## src/rtl/qrs_pkg.sv

```systemverilog
`timescale 1ns / 1ps

package qrs_pkg;

    typedef struct packed
    {
        logic en;
        logic valid;
    } qrs_step_t;

    localparam int ADDR_W = 3;
    localparam int REG_IDX_W = ADDR_W - 2;
    localparam logic [REG_IDX_W-1:0] REG_BAND = '0;
    localparam logic [31:0] BAND_RESET = 32'd4295;

    localparam logic [1:0] CNT_NONE = 2'd0;
    localparam logic [1:0] CNT_ONE  = 2'd1;
    localparam logic [1:0] CNT_TWO  = 2'd2;
    localparam logic [1:0] CNT_INF  = 2'd3;

endpackage

```

## src/rtl/qrs_div_cell.sv

```systemverilog
`timescale 1ns / 1ps

module qrs_div_cell
    import qrs_pkg::*;
#(
    parameter int QW   = 49,
    parameter int DVW  = 33,
    parameter int CTXW = 8
)
(
    input  logic              clk,
    input  logic              rst_n,
    input  qrs_step_t         step,
    input  logic [QW-1:0]     work_in,
    input  logic [DVW-1:0]    rem_in,
    input  logic [DVW-1:0]    den_in,
    input  logic [CTXW-1:0]   ctx_in,
    output logic              valid_out,
    output logic [QW-1:0]     work_out,
    output logic [DVW-1:0]    rem_out,
    output logic [DVW-1:0]    den_out,
    output logic [CTXW-1:0]   ctx_out
);

    logic [DVW:0]    wide;
    logic [DVW:0]    diff;
    logic            fits;
    logic [QW-1:0]   work_next;
    logic [DVW-1:0]  rem_next;

    logic            valid_reg;
    logic [QW-1:0]   work_reg;
    logic [DVW-1:0]  rem_reg;
    logic [DVW-1:0]  den_reg;
    logic [CTXW-1:0] ctx_reg;

    always_comb
    begin
        wide      = {rem_in, work_in[QW-1]};
        fits      = (wide >= {1'b0, den_in});
        diff      = wide - {1'b0, den_in};
        rem_next  = fits ? diff[DVW-1:0] : wide[DVW-1:0];
        work_next = {work_in[QW-2:0], fits};
    end

    always_ff @(posedge clk or negedge rst_n)
    begin
        if (!rst_n)
        begin
            valid_reg <= 1'b0;
        end
        else if (step.en)
        begin
            valid_reg <= step.valid;
        end
    end

    always_ff @(posedge clk)
    begin
        if (step.en)
        begin
            work_reg <= work_next;
            rem_reg  <= rem_next;
            den_reg  <= den_in;
            ctx_reg  <= ctx_in;
        end
    end

    assign valid_out = valid_reg;
    assign work_out  = work_reg;
    assign rem_out   = rem_reg;
    assign den_out   = den_reg;
    assign ctx_out   = ctx_reg;

endmodule

```

## config.mk

```make
export PLATFORM = sky130hd
export DESIGN_NAME = qrs_div_cell
export DESIGN_NICKNAME = d
export VERILOG_FILES = /design/src/rtl/qrs_pkg.sv /design/src/rtl/qrs_div_cell.sv
export SDC_FILE = /design/constraint.sdc
export NUM_CORES = 1
export LEC_CHECK = 0
export BUFFER_PORTS_ARGS = -buffer_cell sky130_fd_sc_hd__buf_2
export CAP_MARGIN = 20
export CORE_AREA = 2 2 123 125
export DETAILED_ROUTE_END_ITERATION = 8
export DIE_AREA = 0 0 125 127
export PLACE_DENSITY = 0.85
export SYNTH_ARGS = -nofsm -noshare
export SYNTH_HDL_FRONTEND = slang
export SYNTH_SLANG_ARGS = --single-unit
```

## constraint.sdc

```tcl
create_clock -name clk -period 0.85 [get_ports clk]
set_clock_uncertainty 0.1 [all_clocks]
set_input_delay 0 -clock clk [delete_from_list [all_inputs] [get_ports clk]]
set_output_delay 0 -clock clk [all_outputs]
set_load 0.01 [all_outputs]
```

======== After elaboration in Yosys (flattened, before gate mapping) ========
Cells that the tools add are included.
operators by class
  $add $sub $neg .......................... 1
  magnitude comparators ................... 1
  multiplexer cells ....................... 1
operator list
  kind                                              number
  34-bit by 33-bit >= comparator with 1-bit output  1
  33-bit 2-to-1 mux                                 1
  33-bit subtractor                                 1
storage, ports and cells
  flip-flop bits (word level) ............. 124
  bits of input ports ..................... 127
  output and inout bits ................... 124
  logic and storage cells ................. 8

======== Logic depth before layout (Yosys ltp) ========
  depth after elaboration ................. 2
  mapped depth ............................ 14
  gate-level depth less buffers ........... 12

======== Least setup slack after synthesis ========
Ideal clock, no wire load.
  path type ............................... input-to-reg
  start ................................... in work_in[48]
  end ..................................... reg rem_reg[1] (netlist: rem_out[1]) (data pin)
  data arrival time ....................... 2.186 ns
  required time ........................... 0.490 ns
  setup slack ............................. -1.697 ns
  cell stages on the path ................. 12
  path buffers ............................ 1
  cell sequence ........................... inv_1 > ha_1 > inv_1 > fa_1 > a21o_1 > a221oi_2 > o21ai_2 > a21boi_2 > o31ai_2 > a21oi_4 > buf_12 > mux2_4
on the way
  longest elaborated chain between the ends .. 2
  elaborated cells between the ends (all ways) .. 3
  those cells by class .................... add/sub: 1; order compare: 1; mux: 1
ends and longest elaborated chain
  what                                                                                          RTL line                                RTL
  start: declaration                                                                            qrs_div_cell.sv:14                      input logic [QW-1:0] work_in,
  33-bit subtractor / 34-bit by 33-bit >= comparator with 1-bit output (equally long branches)  qrs_div_cell.sv:41, qrs_div_cell.sv:40
  33-bit 2-to-1 mux *                                                                           qrs_div_cell.sv:42                      rem_next = fits ? diff[DVW-1:0] : wide[DVW-1:0];
  net rem_next[1]                                                                               qrs_div_cell.sv:29                      logic [DVW-1:0] rem_next;
  end signal: assignment                                                                        qrs_div_cell.sv:63                      rem_reg <= rem_next;
  end: declaration                                                                              qrs_div_cell.sv:33                      logic [DVW-1:0] rem_reg;
The timed path passes the listed nets; every way through them passes the cells marked *.
A chain may end at the register's enable or synchronous reset.

======== Worst setup path after layout ========
  start ................................... in den_in[14]
  end ..................................... reg rem_reg[23] (netlist: rem_out[23]) (data pin)
on the way
  longest elaborated chain between the ends .. 2
  elaborated cells between the ends (all ways) .. 3
  those cells by class .................... add/sub: 1; order compare: 1; mux: 1
ends and longest elaborated chain
  what                                                                                          RTL line                                RTL
  start: declaration                                                                            qrs_div_cell.sv:16                      input logic [DVW-1:0] den_in,
  33-bit subtractor / 34-bit by 33-bit >= comparator with 1-bit output (equally long branches)  qrs_div_cell.sv:41, qrs_div_cell.sv:40
  33-bit 2-to-1 mux *                                                                           qrs_div_cell.sv:42
  net rem_next[23]                                                                              qrs_div_cell.sv:29
Marks and branches as above.

==> impl_results.md <==
* Mean post-synth cell area at 12.7 µm²
* EDFF count, synth at 123
* Distinct cells, synth at 62
* Root Buffer: clkbuf_16
* Fmax at 0.417 GHz
* Psw at 0.00641 W
* Leading cell type in the layout, fill and taps excluded: buf_2
* Final setup margin at -1550 ps
* Violated checks: hold timing, setup timing
* WP data required at 920 ps
* Initial drt markers at 760
* P_int at 0.0153 W
* Yosys warns at 0
* Inst Count DP at 1039
* FF+latch count, synth at 124
* Hold buffers post-CTS at 122
* Largest net degree at the start of global routing at 44
* Worst skew pair latency at 420 ps
* PwrDens at 1920 mW/mm²
* Cells after synthesis at 491
* Slowest CP cell: a2111oi_1
* CP max stage delay at 650 ps
* Flop pwr share at 35.6%
* Status: finished with violations
* Total CTS buffers at 17
* Clk buf depth at 2
* Layout cells sized above 1 at 51.8%
* IO buf count at 250
* Critical path fanouts, max at 6
* Die height at 127 µm
* DP HPWL at 14.5 mm
* Global-route usage over all layers at 29.1%
* Final net count at 1178
* Most used cell, CP: o211ai_1
* FFs w/ async S/R, synth at 0.806%
* P_leak at 5.15 nW
* CP Launch Type: primary input
* Max-cap viol count at 0
* CP cell instances: buf_2, inv_1, ha_4, buf_6, nand2_1, o21ai_0, a2111oi_1, o211ai_1, o211ai_1, o21bai_1, xnor2_1, o21ai_2
* Commonest cells after routing, fill and taps aside: buf_2 (233), buf_4 (133), edfxtp_1 (123)
* Switch share at 29.5%
* Initial Utilization at 43.4%
* Detail Route Antenna Nets at 0
* Vias/cell at 5.67
* Syn nets at 652
* Max transition margin at 58.9%
* Final min period at 2400 ps
* Gp weighted congestion at 0.950
* Sequential fraction of the synthesis area at 59.4%
* Comb power frac at 27.2%
* DRT Pass-1 Iters at 6
* Post-DR wirelength/cell at 23.7 µm
* Non-filler cells, final at 1215
* Synth area leaders: edfxtp_1 (59%), ha_1 (6.6%), o21ai_2 (2.8%)
* First-pass GRT wire length at 35.6 mm
* Drt drc at 0
* Share of the synthesized area in the top cell type at 59.0%
* Synthesized cell area at 0.00626 mm²
* Worst slew pin tran at 615 ps
* Clk pwr share at 37.2%
* VDD IR-drop max at 0.00145 V
* Worst hold slack at -302 ps
* Final WL at 28.8 mm
* Die W at 125 µm
* Hold violation total from the final report at 12
* Area leader, netlist: edfxtp_1
* Post-layout util at 78.4%
* H-tree levels at 4
* Cell row count at 44
* Hold crit path type: in -> reg
* Period utilisation layout at 282%
* Critical path arrival at 2470 ps
* Die footprint at 0.0159 mm²
* Number of global-route vias before repair at 6574
* Gr ovfl total at 0
* Via Count at 6892
* Worst setup EP type: flip-flop
* Clock sinks at 124
* CTS tree: done
* # setup viols final at 159
* I/O Pins at 251
* Core area at 0.0144 mm²
* RSZ-0062 raised after global routing: true
* CP Class: in -> reg
* Antenna violations before repair at 0
* Top FF cell, synth: edfxtp_1
* Max-slew violations at 0
* Clk slew on worst S/H paths at 60 ps
* P&R area growth vs syn at 80.8%
==> worst max-delay path: cells and delay by family <==
family | cells | cell delay (ps)
adder cells (fa/ha/maj) | 1 | 220
buffers and inverters | 3 | 340
AND/OR/NAND/NOR | 1 | 120
AO/OA/AOI/OAI | 6 | 1570
XOR/XNOR | 1 | 240
==> per-stage QoR <==
stage	setup WS [ps]	power [W]	setup TNS [ps]	hold slack, ps	instance area, µm²
global placement	-1770	0.0119	-59230	-325	8670
global route	-1560	0.0223	-77250	-306	11300
finish	-1550	0.0217	-72520	-302	11300
detailed placement	-1850	0.0120	-62190	-323	8670
CTS	-1410	0.0207	-68110	-308	10900
floorplan	-1590	0.00987	-49600	-396	6320
==> what timing repair did <==
action	4_1_cts	5_1_grt
setup buffers	14	8
hold endpoints to repair	131	12
gates resized for setup	35	96
gates cloned	5	1
setup endpoints to repair	159	159
pin swaps	23	38
==> per-layer routing <==
metal / part of all wire (%) / wire [µm] / global-route usage [%] / vias up
li1: - / - / - / 2887
met1: 35 / 9960 / 32.6 / 3284
met2: 49 / 14200 / 51.3 / 554
met3: 9.9 / 2860 / 9.38 / 167
met4: 6.2 / 1790 / 12.7 / 0
met5: 0 / 0 / 0 / -
==> power by group through the flow <==
stage | Combinational [W] | Clock, W | Sequential [W]
floorplan | 0.00178 | 0 | 0.00810
finish | 0.00591 | 0.00809 | 0.00774
global route | 0.00615 | 0.00840 | 0.00777
detailed placement | 0.00425 | 0 | 0.00776
CTS | 0.00511 | 0.00795 | 0.00764
global placement | 0.00414 | 0 | 0.00772
==> worst paths after layout <==
check	startpoint	end	slack [ps]	cells past startpoint
worst max-delay path	den_in[14]	rem_out[23]	-1550	12
max in group asynchronous	rst_n	valid_out	190	3
worst min register to register	valid_out	valid_out	560	2
min in group asynchronous	rst_n	valid_out	350	3
worst min-delay path	den_in[0]	den_out[0]	-300	1
worst max register to register	valid_out	valid_out	-160	2
==> Yosys cell counts, types with 2 or more instances <==
master and count:
nor2_1 14, ha_1 33, or3_1 2, o211ai_1 3, a21o_1 12, a31oi_1 3
nor3_1 4, o21ai_1 13, inv_1 44, nand4_1 5, buf_12 2, a211oi_1 2
buf_2 6, edfxtp_1 123, nand2b_1 4, o31ai_2 2, xor2_1 13, nand2_1 42
o21a_1 4, o21bai_1 6, a211o_1 2, nand2_2 10, nand3_1 6, nor2b_1 3
o21ai_0 14, buf_6 5, o21ai_2 20, xnor2_1 15, and3_2 2, a21oi_1 32
clkbuf_1 3, o31ai_1 4, and3_1 7, nor4_1 3
==> final cells by class <==
| type | count | area (µm²) |
|---|---|---|
| repair buffers | 524 | 3900 |
| flip-flops and latches | 124 | 3720 |
| multi-input cells | 305 | 2640 |
| fillers | 741 | 3110 |
| clock inverters | 14 | 210 |
| inverters | 45 | 181 |
| diodes | 1 | 2.50 |
| clock buffers | 18 | 429 |
| well taps | 184 | 230 |
==> kinds of logic (layout without fill, tap and decap cells) <==
logic type,Yosys count,in the layout,synth area share [%]
and+or+nand+nor,105,105,8.28
xor gates and xnor gates,28,28,3.92
other,0,1,0
DFF,124,124,59.4
adders and majority gates,34,34,6.92
buffers and inverters,62,601,5.02
AOI/OAI and AO/OA,136,136,16.0
muxes,2,2,0.420
==> state kept, by name, indices dropped and copies added (netlist names) <==
name,count
work_out,49
den_out,33
rem_out,33
ctx_out,8
valid_out,1
Note: power is estimated with default switching activity, not from simulation.
